### config.mk
export PLATFORM = sky130hd
export DESIGN_NAME = ppdw_ram
export DESIGN_NICKNAME = d
export VERILOG_FILES = /design/src/rtl/core/ppdw_ram.sv
export SDC_FILE = /design/constraint.sdc
export NUM_CORES = 1
export LEC_CHECK = 0
export ABC_AREA = 1
export BUFFER_PORTS_ARGS = -buffer_cell sky130_fd_sc_hd__buf_4
export CORE_MARGIN = 2
export CORE_UTILIZATION = 25
export CTS_BUF_LIST = sky130_fd_sc_hd__clkbuf_16
export CTS_CLUSTER_SIZE = 12
export DETAILED_ROUTE_END_ITERATION = 8
export PLACE_DENSITY_LB_ADDON = 0.05
export SYNTH_ARGS = -nofsm -noshare
export SYNTH_HDL_FRONTEND = slang
export SYNTH_SLANG_ARGS = --single-unit
export TNS_END_PERCENT = 50
### constraint.sdc
create_clock -name aclk -period 0.88 [get_ports aclk]
set_input_delay 0.088 -clock aclk [delete_from_list [all_inputs] [get_ports aclk]]
set_output_delay 0.088 -clock aclk [all_outputs]
set_load 0.05 [all_outputs]
### src/rtl/core/ppdw_ram.sv
// Generic single-clock RAM with one write port and one registered read port.
`timescale 1ns / 1ps
`default_nettype none

module ppdw_ram #(
    parameter  int DEPTH = 8,
    parameter  int WIDTH = 8,
    localparam int AW    = $clog2(DEPTH)
) (
    input  wire logic             aclk,
    input  wire logic             we,
    input  wire logic [AW-1:0]    waddr,
    input  wire logic [WIDTH-1:0] wdata,
    input  wire logic             re,
    input  wire logic [AW-1:0]    raddr,
    output logic      [WIDTH-1:0] rdata
);

    logic [WIDTH-1:0] mem [DEPTH];

    always_ff @(posedge aclk) begin
        if (we) begin
            mem[waddr] <= wdata;
        end
    end

    always_ff @(posedge aclk) begin
        if (re) begin
            rdata <= mem[raddr];
        end
    end

endmodule

`default_nettype wire

Word level (Yosys, flattened, before mapping)
Memories as Yosys holds them, arrays and structs flattened. A register that Yosys moved wholly into a read port is not among the register bits.
Cells that the tools add are included.
- bits in registers: 0
- bits in writable memories: 64
- input port bits: 17
- output and inout port bits: 8
- word-level logic and storage cells: 3
- memories kept: 1
- mux-type cells: 2
- memory list (memory ; depth ; width ; read ports ; clocked after Yosys merged registers in ; wr ports ; RTL line ; source):
    mem ; 8 ; 8 ; 1 ; 1 ; 1 ; 19 ; logic [WIDTH-1:0] mem [DEPTH];
- operators by type and width (cell ; number):
    $mux 1 ; 2

Logic depth before layout (Yosys ltp)
Gate-level depths: netlist (run 1).
- depth after elaboration: 2
- depth in mapped cells: 8
- mapped depth without buffers: 6

Least setup slack after synthesis (run 1)
No wires, ideal clock.
- kind: input port to flip-flop
- start point: in waddr[0]
- end point: mem mem[0][0] (enable)
- library setup time: 0.370 ns
- arrival time: 0.593 ns
- required time: 0.510 ns
- setup slack: -0.083 ns
- cell stages on the path: 3
- buffers on the path: 0
- cells stage by stage: inv_1 -> nand2_1 -> nor2_1
- RTL lines (item ; RTL line ; source):
    start, declared ; 12 ; input wire logic [AW-1:0] waddr,
    end, declared ; 19 ;
No word-level cell before the write port.

Worst setup path in the final report (run 1)
- start point: reg rdata[0] (read register of mem)
- end point: out rdata[0]
- RTL lines (item ; RTL line ; source):
    start, declared ; 16 ; output logic [WIDTH-1:0] rdata
No word-level cell between the ends.

==> impl_metrics.py, run 1 <==
metrics = {
    "yosys": {
        "syn-mean-instance-area_um2": 10.3,
        "yosys.area_share.adder_pct": 0,
        "synth_simple_gate_area_share_pct": 19.3,
        "yosys_warnings": 0,
        "post-synth-top-area-fraction_pct": 69.1,
        "synth_cells": 303,
        "synth_xor_xnor_area_share_pct": 0,
        "yosysTopAreaCell": "sky130_fd_sc_hd__edfxtp_1",
        "compound_gate_fraction_of_synth_area_pct": 0,
        "synth_top_family_by_area": "simple AND/OR/NAND/NOR gates",
        "postSynthRegisterBits": 72,
        "synth_mux_area_share_pct": 0,
        "synth_cell_types": 10,
        "synth_area_leaders": "sky130_fd_sc_hd__edfxtp_1 (69%), sky130_fd_sc_hd__nand2_1 (13%), sky130_fd_sc_hd__inv_1 (8.2%)",
        "yosysSeqAreaShare_pct": 69.1,
        "synthesis.nets": 320,
        "syn-cell-area_mm2": 0.00313,
    },
    "sta": {
        "rsz0062_at_grt": "yes",
        "finalHoldViolCount": 0,
        "max-slew-margin-rel_pct": 77.6,
        "clock-skew-final_ns": 0.00657,
        "hold_slack_ns": 0.0520,
        "finalWorstSetupSlack_ns": -0.154,
        "tightest_slew_ns": 0.335,
        "timing.final.setup_violations": 16,
        "finalCritPeriodShare_pct": 117,
        "achievable-frequency_mhz": 967,
        "final-max-slew-violation-count": 0,
        "period_minus_slack_ns": 1.03,
    },
    "setup_path": {
        "cp_slowest_cell": "sky130_fd_sc_hd__edfxtp_1",
        "critical-path-top-delay-family": "flip-flops",
        "critical_path_stages": 1,
        "worstPathCellList": "buf_6",
        "worst-path-buf-inv": 1,
        "worst-setup-path-type": "reg2out",
        "worstPathArrival_ns": 0.95,
        "required_time_at_the_worst_slack_endpoint_ns": 0.79,
        "startpoint_kind_of_the_worst_setup_timing_path": "flip-flop",
        "crit_path_max_incr_delay_ns": 0.42,
        "critPathMaxFanout": 1,
        "cp-end-kind": "primary output",
        "r2r_setup_slack_ns": -0.10,
        "worst-r2r-cell-count": 6,
    },
    "route": {
        "drt-vias-per-instance": 3.82,
        "met3_wirelength_um": 265,
        "first_pass_iters": 4,
        "routedWlPerCell_um": 13.3,
        "dr_wl_met2_um": 3120,
        "postRouteWirelength_um": 7020,
        "route.top_layer_used": "met4",
        "dr.first_iter.drc_count": 116,
        "post-route-drc-count": 0,
        "drt.antenna.violating_nets": 0,
        "detailroute.via_count": 2023,
        "drt-met1-wl_um": 3420,
    },
    "power": {
        "post-layout-total-power_mw": 7.79,
        "vdd_drop_max_uv": 826,
        "static-leakage-power_nw": 1.83,
        "powerDensity_mw_per_mm2": 1940,
    },
    "min_path": {
        "hold_path_depth": 1,
        "min_path_type": "in2reg",
    },
    "outcome": {
        "result_of_the_run": "finished with violations",
        "violations_in_the_final_reports": "negative setup slack",
    },
    "layout": {
        "final_layout_size_suffix_gt1_share_pct": 18.6,
        "flow.area_growth_from_synthesis_pct": 27.9,
        "diodes": 0,
        "num-nets-final": 373,
    },
    "placed_design": {
        "finalWeightedCongestion": 0.744,
        "buffer_ports.inserted": 24,
        "detailedPlacementHpwl_um": 4990,
    },
    "grt": {
        "overflow": 0,
        "antenna_found_initial": 0,
        "first_global_vias": 1991,
        "grtUsageTotal_pct": 11.9,
        "grt_start_max_net_pins": 33,
        "grt_pass1_wl_um": 11100,
    },
    "cts": {
        "cts_tree": "built",
        "cts_max_level": 3,
        "clock-root-buffer": "sky130_fd_sc_hd__clkbuf_16",
        "clock_latency_on_the_worst_skew_pair_ns": 0.34,
        "cts_buffers": 9,
        "path_clk_slew_ns": 0.05,
        "clockBufferDepth": 2,
        "clkSinkCount": 72,
    },
    "floorplan": {
        "die_width_um": 116,
        "design.core.area_mm2": 0.0121,
        "die_height_um": 116,
        "initial_utilization_pct": 25.8,
        "die_area_mm2": 0.0134,
        "fp-row-count": 40,
        "io_pins": 25,
    },
    "job": {
        "max_cap_check_violation_count": 0,
    },
}
-- per-stage QoR --
stage | TNS (ns) | cell area (µm²) | util (%) | worst slack [ns] | cells
floorplan | -4.06 | 3130 | - | -0.0829 | 303
global placement | -6.78 | 3600 | 29.8 | -0.153 | 505
detailed placement | -6.74 | 3600 | 29.8 | -0.159 | 505
CTS | -1.60 | 3970 | 32.8 | -0.174 | 529
global route | -2.38 | 4010 | 33.1 | -0.192 | 529
finish | -1.36 | 4010 | 33.1 | -0.154 | 529
-- cell families after synthesis --
logic type / count (synthesis)
AND/OR/NAND/NOR: 150
buffers and inverters: 81
flip-flops: 72
-- cells in the final DEF, fill, tap and decap left out --
master,synthesis,routed
sky130_fd_sc_hd__clkinv_1,0,1
sky130_fd_sc_hd__buf_6,6,8
sky130_fd_sc_hd__clkbuf_16,0,9
sky130_fd_sc_hd__nand2_1,110,108
sky130_fd_sc_hd__nor2_1,8,8
sky130_fd_sc_hd__buf_12,0,2
sky130_fd_sc_hd__buf_4,3,35
sky130_fd_sc_hd__edfxtp_1,72,72
sky130_fd_sc_hd__nand2_2,0,2
sky130_fd_sc_hd__inv_2,1,3
sky130_fd_sc_hd__nand3_2,0,7
sky130_fd_sc_hd__dlygate4sd3_1,0,8
sky130_fd_sc_hd__inv_1,68,72
sky130_fd_sc_hd__nand3_1,32,25
sky130_fd_sc_hd__inv_4,1,1
-- per-layer routing --
metal | global-route usage (%) | vias up
met5 | 0 | -
met4 | 7.38 | 0
met3 | 2.98 | 12
met2 | 17.8 | 34
met1 | 15.6 | 932
li1 | - | 1045
-- repair_timing --
item                                   in CTS  in global routing
buffers inserted                            0                  0
pin swaps                                  12                 16
hold buffers                                8                  0
endpoints found under the hold margin      61                  0
setup endpoints to repair                  16                 16
gates resized for setup                    11                  8
-- state kept, by name, indices dropped and copies added, names as in the netlist --
register,count
mem,64
rdata,8
-- where the power goes --
| group | internal [mW] | leakage (nW) | switching, mW |
|---|---|---|---|
| Combinational | 0.283 | 1.03 | 0.449 |
| Sequential | 3.92 | 0.661 | 0.0368 |
| Clock | 1.83 | 0.144 | 1.27 |
-- final timing paths --
check,start,end
hold reg to reg,mem[0][5],rdata[5]
setup reg to reg,mem[1][1],rdata[1]
hold / removal,re,rdata[2]
setup / recovery,rdata[0],rdata[0]
-- synthesized netlist by cell type (all sizes together) --
cell and count:
nand2 110, edfxtp 72, inv 70, nand3 32, buf 11, nor2 8
-- area by class of cell --
cell class                      count  area [µm²]
Fill cell                        1288        8110
Sequential cell                    72        2160
Multi-Input combinational cell    150         643
Timing Repair Buffer               53         473
Inverter                           70         265
Clock buffer                        9         225
Tap cell                          168         210
Clock inverter                      7        26.3
(Power assumes the default switching activity.)
==> run 2: changes to the inputs <==
--- a/config.mk
+++ b/config.mk
@@ -13,6 +13,7 @@
 export CTS_CLUSTER_SIZE = 12
 export DETAILED_ROUTE_END_ITERATION = 8
 export PLACE_DENSITY_LB_ADDON = 0.05
+export RECOVER_POWER = 25
 export SYNTH_ARGS = -nofsm -noshare
 export SYNTH_HDL_FRONTEND = slang
 export SYNTH_SLANG_ARGS = --single-unit
==> run 2 against run 1 <==
  * The run still ends with negative setup slack left
  * Clock skew decreased by 0.00061 ns
  * Critical path depth is the same
  * Global-route usage is the same
  * Power down 0.22%
  * Critical endpoint unchanged
  * Clock power hardly changed
==> impl_metrics.py, run 2 (synthesis gave the netlist of run 1 again) <==
metrics = {
    "outcome": {
        "result_of_the_run": "finished with violations",
        "violations_in_the_final_reports": "negative setup slack",
    },
    "cts": {
        "cts_buffers": 9,
        "path_clk_slew_ns": 0.05,
        "clock-root-buffer": "sky130_fd_sc_hd__clkbuf_16",
        "clock_latency_on_the_worst_skew_pair_ns": 0.34,
        "clockBufferDepth": 2,
        "cts_tree": "built",
        "cts_max_level": 3,
        "cts_setup_buffers": 0,
        "clkSinkCount": 72,
    },
    "route": {
        "postRouteWirelength_um": 7050,
        "drt-vias-per-instance": 3.81,
        "drt.antenna.violating_nets": 0,
        "routedWlPerCell_um": 13.3,
        "post-route-drc-count": 0,
        "first_pass_iters": 4,
        "dr.first_iter.drc_count": 106,
        "detailroute.via_count": 2016,
    },
    "floorplan": {
        "die_area_mm2": 0.0134,
        "initial_utilization_pct": 25.8,
        "die_height_um": 116,
        "fp-row-count": 40,
        "io_pins": 25,
        "die_width_um": 116,
        "design.core.area_mm2": 0.0121,
    },
    "sta": {
        "clock-skew-final_ns": 0.00596,
        "rsz0062_at_grt": "yes",
        "final-max-slew-violation-count": 0,
        "timing.final.setup_violations": 16,
        "tightest_slew_ns": 0.533,
        "final.setup.tns_ns": -1.37,
        "finalWorstSetupSlack_ns": -0.153,
        "achievable-frequency_mhz": 968,
        "period_minus_slack_ns": 1.03,
        "finalHoldViolCount": 0,
        "max-slew-margin-rel_pct": 64.5,
        "finalCritPeriodShare_pct": 117,
    },
    "grt": {
        "grt_pass1_wl_um": 11100,
        "grt_start_max_net_pins": 33,
        "grtUsageTotal_pct": 11.9,
        "first_global_vias": 1991,
        "antenna_found_initial": 0,
        "overflow": 0,
    },
    "power": {
        "powerDensity_mw_per_mm2": 1960,
        "post-layout-total-power_mw": 7.77,
        "vdd_drop_max_uv": 826,
        "static-leakage-power_nw": 1.80,
    },
    "layout": {
        "layout_commonest_cell": "sky130_fd_sc_hd__nand2_1",
        "diodes": 0,
        "largest_reg_flops": 64,
        "final_cell_mix": "sky130_fd_sc_hd__nand2_1 (108), sky130_fd_sc_hd__inv_1 (72), sky130_fd_sc_hd__edfxtp_1 (72)",
        "flow.area_growth_from_synthesis_pct": 26.9,
        "layout_top_registers": "mem: 64 flops, rdata: 8 flops",
        "num-nets-final": 373,
        "registers.top_by_ff_count": "mem",
        "final_layout_size_suffix_gt1_share_pct": 16.6,
        "fin_util_pct": 32.8,
    },
    "placed_design": {
        "finalWeightedCongestion": 0.744,
        "buffer_ports.inserted": 24,
        "placement.setup.worst_slack_ns": -0.159,
        "detailedPlacementHpwl_um": 4990,
    },
    "setup_path": {
        "worstPathCellList": "buf_6",
        "startpoint_kind_of_the_worst_setup_timing_path": "flip-flop",
        "worstPathArrival_ns": 0.94,
        "crit_path_max_incr_delay_ns": 0.42,
        "worst-path-buf-inv": 1,
        "critical-path-top-delay-family": "flip-flops",
        "worst-setup-path-type": "reg2out",
        "cp_slowest_cell": "sky130_fd_sc_hd__edfxtp_1",
        "cp-end-kind": "primary output",
        "required_time_at_the_worst_slack_endpoint_ns": 0.79,
        "critPathMaxFanout": 1,
    },
    "job": {
        "max_cap_check_violation_count": 0,
    },
    "min_path": {
        "min_path_type": "in2reg",
    },
}
[run 2: cell types whose count changed in the layout (fill, tap and decap cells not counted), sizes merged]
| cell | previous run | this run |
|---|---|---|
| clkbuf | 9 | 19 |
| buf | 45 | 35 |
[run 2: what timing repair did]
item                                    CTS  global route
resized for setup                        11             8
hold endpoints to repair                 61             0
pin swaps                                12            16
hold buffers                              8             0
endpoints found under the setup margin   16            16
[run 2: final cells by class]
cell class / instances / area (µm²)
Fill cell: 1293 / 8140
Sequential cell: 72 / 2160
Multi-Input combinational cell: 150 / 643
Timing Repair Buffer: 53 / 442
Inverter: 70 / 265
Clock buffer: 9 / 225
Tap cell: 168 / 210
Clock inverter: 7 / 26.3
[run 2: power by group]
part | total [mW] | internal [mW] | switching (mW)
sequential | 3.96 | 3.92 | 0.0368
combinational | 0.722 | 0.272 | 0.450
clock | 3.09 | 1.83 | 1.26
[run 2: worst paths after layout]
path             start       end  slack (ns)  cells past startpoint
max reg2reg  mem[1][1]  rdata[1]       -0.10                      6
min reg2reg  mem[0][5]  rdata[5]        0.71                      6
min                 re  rdata[1]        0.23                      1
max           rdata[0]  rdata[0]       -0.15                      1
[run 2: layer usage]
| layer | GRT usage, % | vias to the layer above | share of wire (%) |
|---|---|---|---|
| met5 | 0 | - | 0 |
| met2 | 17.8 | 34 | 44 |
| met1 | 15.6 | 925 | 50 |
| li1 | - | 1045 | - |
| met4 | 7.38 | 0 | 2.9 |
| met3 | 2.98 | 12 | 3.2 |
[run 2: per-stage QoR]
| stage | hold slack (ns) | std cells | cell area [µm²] |
|---|---|---|---|
| CTS | 0.0515 | 529 | 3970 |
| global route | 0.245 | 529 | 3970 |
| detailed placement | 0.328 | 505 | 3600 |
| finish | 0.235 | 529 | 3970 |
| global placement | 0.336 | 505 | 3600 |
| floorplan | 0.187 | 303 | 3130 |
