**src/rtl/core/ppdw_pkg.sv**
```systemverilog
// Shared constants, codes and types of the packed pixel plotter.
`timescale 1ns / 1ps
`default_nettype none

package ppdw_pkg;

    localparam int MAX_SIDE     = 1024;
    localparam int BUFFER_BYTES = 131072;
    localparam int MEM_AW       = $clog2(BUFFER_BYTES);

    localparam int COORD_W    = 11;                 // panel coordinates and sizes
    localparam int IN_COORD_W = 12;                 // signed logical coordinates
    localparam int CALC_W     = 14;                 // room for mirror arithmetic
    localparam int PROD_W     = 2 * COORD_W;        // y * width + x
    localparam int ADDR_W     = 17;                 // byte_address field
    localparam int BYTE_IDX_W = 20;                 // byte index wide enough for any store
    localparam int CFG_IDX_W  = 3;
    localparam int CFG_DATA_W = 11;
    localparam int IN_DATA_W  = 56;
    localparam int OUT_DATA_W = 56;

    localparam logic [COORD_W-1:0] SIDE_RST = COORD_W'(MAX_SIDE);

    // transform_mode bit positions
    localparam int MODE_SWAP     = 0;
    localparam int MODE_MIRROR_X = 1;
    localparam int MODE_MIRROR_Y = 2;

    typedef enum logic [1:0] {
        OP_PLOT        = 2'd0,
        OP_CLEAR_DIRTY = 2'd1,
        OP_READ        = 2'd2,
        OP_WRITE       = 2'd3
    } op_t;

    typedef enum logic [CFG_IDX_W-1:0] {
        REG_PANEL_WIDTH  = 3'd0,
        REG_PANEL_HEIGHT = 3'd1,
        REG_TRANSFORM    = 3'd2,
        REG_CLIP_ENABLE  = 3'd3,
        REG_CLIP_X_MIN   = 3'd4,
        REG_CLIP_Y_MIN   = 3'd5,
        REG_CLIP_X_END   = 3'd6,
        REG_CLIP_Y_END   = 3'd7
    } cfg_idx_t;

    typedef enum logic [2:0] {
        ST_IDLE,
        ST_MAP,
        ST_MUL,
        ST_READ,
        ST_WRITE
    } state_t;

    typedef struct packed {
        logic [COORD_W-1:0] panel_width;
        logic [COORD_W-1:0] panel_height;
        logic [2:0]         transform_mode;
        logic               clip_enable;
        logic [COORD_W-1:0] clip_x_min;
        logic [COORD_W-1:0] clip_y_min;
        logic [COORD_W-1:0] clip_x_end;
        logic [COORD_W-1:0] clip_y_end;
    } cfg_t;

    typedef struct packed {
        logic               ok;
        logic [COORD_W-1:0] x;
        logic [COORD_W-1:0] y;
    } map_t;

    typedef struct packed {
        logic in_ready;
        logic map_load;
        logic mul_load;
        logic rd_en;
        logic commit;
    } ctrl_t;

    typedef struct packed {
        logic [5:0]              pad;
        logic [7:0]              store_byte;
        logic [ADDR_W-1:0]       byte_address;
        logic                    color_bit;
        logic [IN_COORD_W-1:0]   pos_y;
        logic [IN_COORD_W-1:0]   pos_x;
    } in_data_t;

    typedef struct packed {
        logic [2:0]         pad;
        logic [COORD_W-1:0] dirty_y_high;
        logic [COORD_W-1:0] dirty_y_low;
        logic [COORD_W-1:0] dirty_x_high;
        logic [COORD_W-1:0] dirty_x_low;
        logic [7:0]         read_byte;
        logic               pixel_drawn;
    } out_data_t;

endpackage

`default_nettype wire

```
**src/rtl/core/ppdw_xform.sv**
```systemverilog
// Clip test, axis swap, mirroring and panel bounds check of one pixel.
`timescale 1ns / 1ps
`default_nettype none

module ppdw_xform
    import ppdw_pkg::*;
(
    input  wire cfg_t                   cfg,
    input  wire logic [IN_COORD_W-1:0]  pos_x,
    input  wire logic [IN_COORD_W-1:0]  pos_y,
    output map_t                        map
);

    logic signed [CALC_W-1:0] sx, sy, tx, ty, mx, my;
    logic signed [CALC_W-1:0] w_s, h_s, cx_min, cy_min, cx_end, cy_end;
    logic                     clip_fail;

    always_comb begin
        sx     = {{(CALC_W-IN_COORD_W){pos_x[IN_COORD_W-1]}}, pos_x};
        sy     = {{(CALC_W-IN_COORD_W){pos_y[IN_COORD_W-1]}}, pos_y};
        w_s    = {{(CALC_W-COORD_W){1'b0}}, cfg.panel_width};
        h_s    = {{(CALC_W-COORD_W){1'b0}}, cfg.panel_height};
        cx_min = {{(CALC_W-COORD_W){1'b0}}, cfg.clip_x_min};
        cy_min = {{(CALC_W-COORD_W){1'b0}}, cfg.clip_y_min};
        cx_end = {{(CALC_W-COORD_W){1'b0}}, cfg.clip_x_end};
        cy_end = {{(CALC_W-COORD_W){1'b0}}, cfg.clip_y_end};

        // clip applies to the logical coordinate, before any transform
        clip_fail = cfg.clip_enable &&
                    ((sx < cx_min) || (sx >= cx_end) || (sy < cy_min) || (sy >= cy_end));

        tx = cfg.transform_mode[MODE_SWAP] ? sy : sx;
        ty = cfg.transform_mode[MODE_SWAP] ? sx : sy;
        mx = cfg.transform_mode[MODE_MIRROR_X] ? (w_s - tx - CALC_W'(1)) : tx;
        my = cfg.transform_mode[MODE_MIRROR_Y] ? (h_s - ty - CALC_W'(1)) : ty;

        map.ok = !clip_fail && (mx >= 0) && (my >= 0) && (mx < w_s) && (my < h_s);
        map.x  = mx[COORD_W-1:0];
        map.y  = my[COORD_W-1:0];
    end

endmodule

`default_nettype wire

```
**config.mk**
```make
export PLATFORM = sky130hd
export DESIGN_NAME = ppdw_xform
export DESIGN_NICKNAME = d
export VERILOG_FILES = /design/src/rtl/core/ppdw_pkg.sv /design/src/rtl/core/ppdw_xform.sv
export SDC_FILE = /design/constraint.sdc
export NUM_CORES = 1
export LEC_CHECK = 0
export BUFFER_PORTS_ARGS = -buffer_cell sky130_fd_sc_hd__buf_4
export CAP_MARGIN = 20
export CORE_MARGIN = 10
export CORE_UTILIZATION = 48
export DETAILED_ROUTE_END_ITERATION = 16
export PLACE_DENSITY = 0.81
export SYNTH_ARGS = -nofsm -noshare
export SYNTH_HDL_FRONTEND = slang
export SYNTH_SLANG_ARGS = --single-unit
```
**constraint.sdc**
```tcl
create_clock -name vclk -period 3.8
set_input_delay 0.19 -clock vclk [all_inputs]
set_output_delay 0.19 -clock vclk [all_outputs]
set_load 0.01 [all_outputs]
```
### Word-level counts from Yosys, hierarchy flattened

Index checks and enable logic that the tools add are counted.

| operators by class | value |
|---|---|
| add/sub/neg operators | 4 |
| reductions and logical operators | 9 |
| magnitude comparators | 8 |
| mux-type cells | 4 |

Operators with widths:

| kind | count |
|---|---|
| $mux W14 | 4 |
| $ge A14 B1 Y1 const B | 2 |
| $lt A14 B12 Y1 | 2 |
| $sub A12 B14 Y14 | 2 |
| $sub A14 B2 Y14 const B | 2 |
| $ge A12 B12 Y1 | 2 |
| $lt A12 B12 Y1 | 2 |
| $logic_and A1 B1 Y1 | 5 |
| $logic_or A1 B1 Y1 | 3 |
| $logic_not A1 Y1 | 1 |

| storage, ports and cells | value |
|---|---|
| input port bits | 94 |
| flip-flop bits (word level) | 0 |
| word-level logic and storage cells | 25 |
| output and inout bits | 23 |

### Depth between registers and ports, before layout

Gate-level depths: netlist of the first run.

| logic depth | value |
|---|---|
| word-level depth | 10 |
| mapped depth | 21 |
| depth with buffers taken out | 20 |

### Least setup slack after synthesis of the first run

Ideal clock, no wire load.

| timing path | value |
|---|---|
| path kind | input -> output |
| start | input port cfg[45] in the netlist's numbering |
| end | output port map[22] in the netlist's numbering |
| required time | 3.610 ns |
| data arrival time | 4.004 ns |
| path slack | -0.394 ns |
| stages | 19 |
| path through | buf_6 -> buf_2 -> buf_2 -> mux2i_1 -> ha_1 -> a211oi_2 -> o21bai_1 -> a21oi_1 -> o21bai_1 -> a21oi_1 -> xor2_1 -> mux2i_1 -> ha_1 -> a21oi_1 -> o21ai_0 -> a221o_1 -> nor4_1 -> o211ai_1 -> nor3_2 |

RTL lines:

| what | RTL line | text |
|---|---|---|
| start, declared | ppdw_xform.sv:8 | `input wire cfg_t cfg,` |
| end, declared | ppdw_xform.sv:11 | `output map_t map` |

==> impl_summary.log, run 1 <==
INFO  metric final_min_period_over_clock_period = 104%
INFO  metric fraction_of_layout_cells_with_a_size_suffix_above_1 = between 30% and 40%
INFO  metric die_area = a little over 10000 um^2
INFO  metric floorplan.io_pins = about 120
INFO  metric highest_count_cells_in_the_layout_ignoring_fill_and_taps = sky130_fd_sc_hd__buf_4 (165), sky130_fd_sc_hd__ha_1 (76), sky130_fd_sc_hd__inv_1 (71)
INFO  metric placeableCoreArea = ~6300 um^2
INFO  metric grt_pass1_wl = ~18 mm
INFO  metric start_util = roughly half
INFO  metric fin_ws = -0.158 ns
INFO  metric route.detailed.wl_per_inst = approximately 18 um
INFO  metric drt_drc_violations_left = 0
INFO  metric power_leakage = between 2 and 3 nW
INFO  metric fp-row-count = 29
INFO  metric cellPowerDensity = ~180 nW/um^2
INFO  metric seq_area = 0 um^2
INFO  metric antenna_violating_nets_post_route = 0
INFO  metric design.final.nets = 772
INFO  metric critPathMaxFanout = 8
INFO  metric globalRouteOverflowTotal = 0
INFO  metric power.sequential.fraction = 0%
INFO  metric drt_pass1_iterations = 5
INFO  metric finalSetupViolations = 1
INFO  metric nClkBuffers = 0
INFO  metric worst-endpoint-required = around 3.6 ns
INFO  metric endpoint_kind = primary output
INFO  metric layout.sequential_cells = 0
INFO  metric rsz0062_at_grt = true
INFO  metric synth.distinct_cells = 57
INFO  metric syn-mean-instance-area = approximately 7.3 um^2
INFO  metric worst_slew_pin_slew = 0.468 ns
INFO  metric place_congestion = between 0.9 and 1
INFO  metric gate_power_share = 100.0%
INFO  metric p_total = roughly 0.85 mW
INFO  metric hold_path_end = map[1]
INFO  metric number_of_filler_instances_in_the_final_layout = between 400 and 500
INFO  metric final_hold_viol_count = 0
INFO  metric die_x = slightly above 100 um
INFO  metric numPortBuffers = 117
INFO  metric switching_share = between 40% and 50%
INFO  metric syn-cell-area = ~3200 um^2
INFO  metric aggregate_routed_wire_length = between 10 and 15 mm
INFO  metric fp.dieH = 101 um
INFO  metric start_kind = input port
INFO  metric holdPathStages = 3
INFO  metric final_setup_tns = -0.158 ns
INFO  metric grt_max_degree = 23
INFO  metric slew_headroom = between 60% and 70%
INFO  metric critical_path_arrival = between 3 and 4 ns
INFO  metric synth_sequential_area_ratio = 0%
INFO  metric worst_min_delay_path_startpoint = cfg[47]
INFO  metric final-max-slew-violation-count = 0
INFO  metric internal-power = 0.433 mW
INFO  metric count_of_yosys_warnings_during_synthesis = 0
INFO  metric crit_type = input port to primary output
INFO  metric stdcell_count = ~670
INFO  metric max_cap_violation_count = 0
INFO  metric layout_commonest_cell = sky130_fd_sc_hd__buf_4
INFO  metric clkPwrFrac = 0%
INFO  metric dp_cells = approximately 660
INFO  metric route.vias.total = 3798
INFO  metric viasPerCell = roughly 5.7
INFO  metric final.min_clock_period = 3.96 ns
INFO  metric drt_iter0_drc = 138
INFO  metric areaGrowthSynthToFinish = 49.9%
INFO  metric worstHoldPathType = input port to primary output
INFO  metric grt_antenna_before_repair = 0
INFO  metric maximum_frequency_from_static_timing_analysis = between 200 and 300 MHz
INFO  metric synthesis.instances = approximately 430
INFO  metric result_of_the_run = finished with violations
INFO  metric first_global_vias = 3967
INFO  metric cts_hold_buffers = 0
INFO  metric net_switching = approximately 0.42 mW
INFO  metric syn_nets = roughly 610
INFO  metric violations = negative setup slack
INFO  metric detailed_place_hpwl = roughly 10 mm
INFO  metric antenna_cells_inserted = 0
INFO  metric peakVddDrop = ~0.13 mV
INFO  metric grtUsageTotal = 21.2%
## cell usage after synthesis, drive strengths merged (4+ instances only)
cell	number	share of area (%)
xnor2	7	1.9
ha	84	33
o21bai	5	1.2
nand4	7	1.4
o21ai	29	4.6
mux2i	27	8.6
o21a	5	1.2
inv	75	8.9
buf	4	0.83
nand2	15	1.8
nor2b	9	1.8
nor2	28	3.3
xor2	7	1.9
nand2b	6	1.2
a2111oi	4	1.7
a21oi	31	4.9
a211oi	7	1.8
a21o	11	2.6
nand3	7	1.1
nor3	9	1.6
mux2	5	2.0
o211ai	5	1.4
## cells by family (layout without fill, tap and decap cells)
kind of cell	after synthesis	in the layout	synth area share (%)
adder cells (fa/ha/maj)	86	86	34.6
AO/OA/AOI/OAI	117	117	24.9
multiplexers	32	32	10.6
XOR/XNOR	14	14	3.89
AND/OR/NAND/NOR	98	98	15.9
buffers and inverters	82	243	10.1
## how the worst max path moves through the flow
stage	from	endpoint	depth (start not counted)
global placement	cfg[45]	map[22]	22
global route	cfg[45]	map[22]	23
finish	cfg[45]	map[22]	23
floorplan	cfg[45]	map[22]	19
detailed placement	cfg[45]	map[22]	19
CTS	cfg[45]	map[22]	23
## area by class of cell
cell class	instances	area [um^2]	area share (%)
timing repair buffer	167	1270	27.0
tap	77	96.3	2.04
inverter	76	288	6.09
multi-input combinational	347	3060	64.9
## layer usage
metal  track usage, %  part of all wire [%]  vias up
li1                 -                     -     1874
met1             23.3                    39     1734
met2             39.2                    50      158
met3             4.25                   7.4       32
met4             7.40                   3.6        0
met5                0                     0        -
## critical path, stage by stage
cell and delay [ns]:
sky130_fd_sc_hd__buf_12 0.13, sky130_fd_sc_hd__mux2_4 0.32, sky130_fd_sc_hd__inv_2 0.07, sky130_fd_sc_hd__ha_4 0.13, sky130_fd_sc_hd__inv_2 0.03, sky130_fd_sc_hd__fa_2 0.33, sky130_fd_sc_hd__nor2b_1 0.13, sky130_fd_sc_hd__o21ai_1 0.08
sky130_fd_sc_hd__a21o_1 0.19, sky130_fd_sc_hd__a21oi_2 0.16, sky130_fd_sc_hd__buf_4 0.14, sky130_fd_sc_hd__xor2_1 0.14, sky130_fd_sc_hd__nor2_1 0.07, sky130_fd_sc_hd__a21oi_2 0.14, sky130_fd_sc_hd__ha_1 0.26, sky130_fd_sc_hd__buf_4 0.14
sky130_fd_sc_hd__a21o_1 0.18, sky130_fd_sc_hd__a21oi_2 0.14, sky130_fd_sc_hd__o2111ai_1 0.16, sky130_fd_sc_hd__nor4_2 0.16, sky130_fd_sc_hd__o211ai_1 0.13, sky130_fd_sc_hd__nor3_2 0.19, sky130_fd_sc_hd__buf_4 0.14
## metrics by stage
step	hold slack (ns)	area, um^2	util (%)	worst slack, ns
global route	0.820	4720	74.4	-0.322
CTS	0.786	4500	70.8	-0.154
global placement	0.777	4430	69.8	-0.143
finish	0.790	4720	74.4	-0.158
floorplan	0.472	3210	-	0.00406
detailed placement	0.784	4430	69.8	-0.300
## power groups by stage
stage               sequential [mW]  combinational, mW  clock [mW]
floorplan                         0              0.430           0
global placement                  0              0.732           0
detailed placement                0              0.755           0
CTS                               0              0.773           0
global route                      0              0.928           0
finish                            0              0.849           0
## repair_timing
item,4_1_cts,5_1_grt
endpoints found under the hold margin,0,0
buffers inserted,3,8
setup endpoints to repair,1,1
resized for setup,13,37
pin swaps,14,34
cloned,0,0
No activity file was read; power rests on OpenSTA's default activity.
==> run 2, diff against run 1 <==
--- a/config.mk
+++ b/config.mk
@@ -10,6 +10,7 @@
 export CORE_MARGIN = 10
 export CORE_UTILIZATION = 48
 export DETAILED_ROUTE_END_ITERATION = 16
+export MAX_ROUTING_LAYER = met4
 export PLACE_DENSITY = 0.81
 export SYNTH_ARGS = -nofsm -noshare
 export SYNTH_HDL_FRONTEND = slang
==> constraint.sdc (replaced) <==
create_clock -name vclk -period 3.3
set_input_delay 0.165 -clock vclk [all_inputs]
set_output_delay 0.165 -clock vclk [all_outputs]
set_load 0.01 [all_outputs]
==> run 2 against run 1 <==
Effect of this change:
- the run still ends with negative setup slack left
- clock-buffer cell count is the same
- critical path depth shrank 4
- utilization grew 4.3 points
- via count grew 5.7%
- critical endpoint unchanged
- largest cell class unchanged
==> impl_summary.log, run 2 (synthesis results as in run 1) <==
INFO  metric final.min_clock_period = around 4 ns
INFO  metric cellPowerDensity = between 200 and 250 nW/um^2
INFO  metric p_total = between 1 and 1.5 mW
INFO  metric max_cap_violation_count = 0
INFO  metric die_x = ~100 um
INFO  metric drt_pass1_iterations = 5
INFO  metric detailed_place_hpwl = about 11 mm
INFO  metric peakVddDrop = 0.174 mV
INFO  metric die_area = 10200 um^2
INFO  metric slew_headroom = between 70% and 80%
INFO  metric grt_antenna_before_repair = 0
INFO  metric endpoint_kind = primary output
INFO  metric stdcell_count = ~710
INFO  metric worst-endpoint-required = roughly 3.1 ns
INFO  metric final_min_period_over_clock_period = 120%
INFO  metric route.detailed.wl_per_inst = between 15 and 20 um
INFO  metric numPortBuffers = ~120
INFO  metric fraction_of_layout_cells_with_a_size_suffix_above_1 = between 30% and 40%
INFO  metric hold_slack = 0.735 ns
INFO  metric grt_max_degree = 23
INFO  metric antenna_cells_inserted = 0
INFO  metric worst_slew_pin_slew = about 0.41 ns
INFO  metric finish.instance_area = 4990 um^2
INFO  metric areaGrowthSynthToFinish = 58.5%
INFO  metric critPathMaxFanout = 5
INFO  metric path_common_cell = sky130_fd_sc_hd__buf_4
INFO  metric viasPerCell = approximately 5.6
INFO  metric post_dp_cell_area = slightly below 5000 um^2
INFO  metric critical_path.max_stage_delay = around 0.42 ns
INFO  metric finalSetupViolations = 1
INFO  metric globalRouteOverflowTotal = 0
INFO  metric antenna_violating_nets_post_route = 0
INFO  metric number_of_filler_instances_in_the_final_layout = 450
INFO  metric grtUsageTotal = ~23%
INFO  metric fp.dieH = between 100 and 150 um
INFO  metric final_hold_viol_count = 0
INFO  metric cts_hold_buffers = 0
INFO  metric design.final.nets = between 800 and 900
INFO  metric aggregate_routed_wire_length = around 12 mm
INFO  metric first_global_vias = 4143
INFO  metric drt_iter0_drc = approximately 210
INFO  metric layout_commonest_cell = sky130_fd_sc_hd__buf_4
INFO  metric placeableCoreArea = 6350 um^2
INFO  metric power_leakage = roughly 2.8 nW
INFO  metric start_util = between 40% and 50%
INFO  metric start_kind = input port
INFO  metric route.vias.total = ~4.0k
INFO  metric nClkBuffers = 0
INFO  metric dp_cells = just over 700
INFO  metric seq_area = 0 um^2
INFO  metric crit_type = input port to primary output
INFO  metric drt_drc_violations_left = 0
INFO  metric place_congestion = between 0.9 and 1
INFO  metric worstHoldPathType = input port to primary output
INFO  metric layout.sequential_cells = 0
INFO  metric rsz0062_at_grt = true
INFO  metric floorplan.io_pins = 117
INFO  metric violations = negative setup slack
INFO  metric maximum_frequency_from_static_timing_analysis = between 200 and 300 MHz
INFO  metric fp-row-count = 29
INFO  metric worstPathCellList = buf_8, buf_4, mux2i_4, buf_4, fa_1, a21oi_1, o211ai_1, o221ai_2, xnor2_1, nand2_1, o21ai_0, ha_1, nand4_1, a2111oi_1, a221o_1, nor4_2, o211ai_1, nor3_2, buf_4
INFO  metric grt_pass1_wl = around 19 mm
INFO  metric highest_count_cells_in_the_layout_ignoring_fill_and_taps = sky130_fd_sc_hd__buf_4 (210), sky130_fd_sc_hd__ha_1 (80), sky130_fd_sc_hd__inv_1 (73)
INFO  metric cpMaxStageDelayCell = sky130_fd_sc_hd__fa_1
INFO  metric result_of_the_run = finished with violations
INFO  metric final-max-slew-violation-count = 0
INFO  metric critical_path_arrival = 3.81 ns
INFO  metric fin_ws = -0.672 ns
run 2: changes by cell type in the layout (fill, tap and decap cells not counted), moves of 2 or more:
cell	change
sky130_fd_sc_hd__a21oi_2	-4
sky130_fd_sc_hd__buf_4	+45
sky130_fd_sc_hd__ha_2	-4
sky130_fd_sc_hd__ha_1	+4
sky130_fd_sc_hd__a21oi_1	+4
sky130_fd_sc_hd__mux2i_4	-2
sky130_fd_sc_hd__inv_2	-2
sky130_fd_sc_hd__inv_1	+2
sky130_fd_sc_hd__mux2i_1	+2
run 2: metal layers:
metal | part of all wire (%) | GRT usage (%) | up-vias
met2 | 50 | 40.4 | 185
met1 | 41 | 25.7 | 1836
li1 | - | - | 1963
met5 | 0 | - | -
met4 | 3.1 | 6.54 | 0
met3 | 6.3 | 2.67 | 30
run 2: critical path, delay by kind of cell:
kind | cells | cell delay [ns]
AOI/OAI and AO/OA | 7 | 1.36
adders and majority gates | 2 | 0.71
and+or+nand+nor | 4 | 0.67
buffers and inverters | 4 | 0.54
muxes | 1 | 0.20
xor gates and xnor gates | 1 | 0.15
run 2: through the flow:
step                      setup WS (ns)  utilization (%)  TNS [ns]
after CTS                        -0.639             76.9    -0.639
final                            -0.672             78.6    -0.672
after global placement           -0.591             75.7    -0.591
after global routing             -0.868             78.6    -0.868
after detailed placement         -0.761             75.7    -0.761
after floorplan                  -0.379                -    -0.379
run 2: worst paths after layout:
kind	from	endpoint	cells after the start
worst max-delay path	cfg[45]	map[22]	19
worst min-delay path	cfg[47]	map[1]	3
run 2: layout make-up:
| cell class | instances | area, um^2 | area share, % |
|---|---|---|---|
| inverter | 76 | 288 | 5.76 |
| multi-input combinational | 347 | 3000 | 60.0 |
| tap | 77 | 96.3 | 1.93 |
| timing repair buffer | 212 | 1610 | 32.3 |
run 2: what timing repair did:
item / CTS / global route
gates resized for setup: 11 / 14
pin swaps: 15 / 18
cloned: 0 / 0
endpoints found under the setup margin: 1 / 1
buffers inserted: 4 / 4
run 2: power by group:
part | internal [mW] | switching [mW]
Combinational | 0.554 | 0.484
Clock | 0 | 0
Sequential | 0 | 0
Total | 0.554 | 0.484
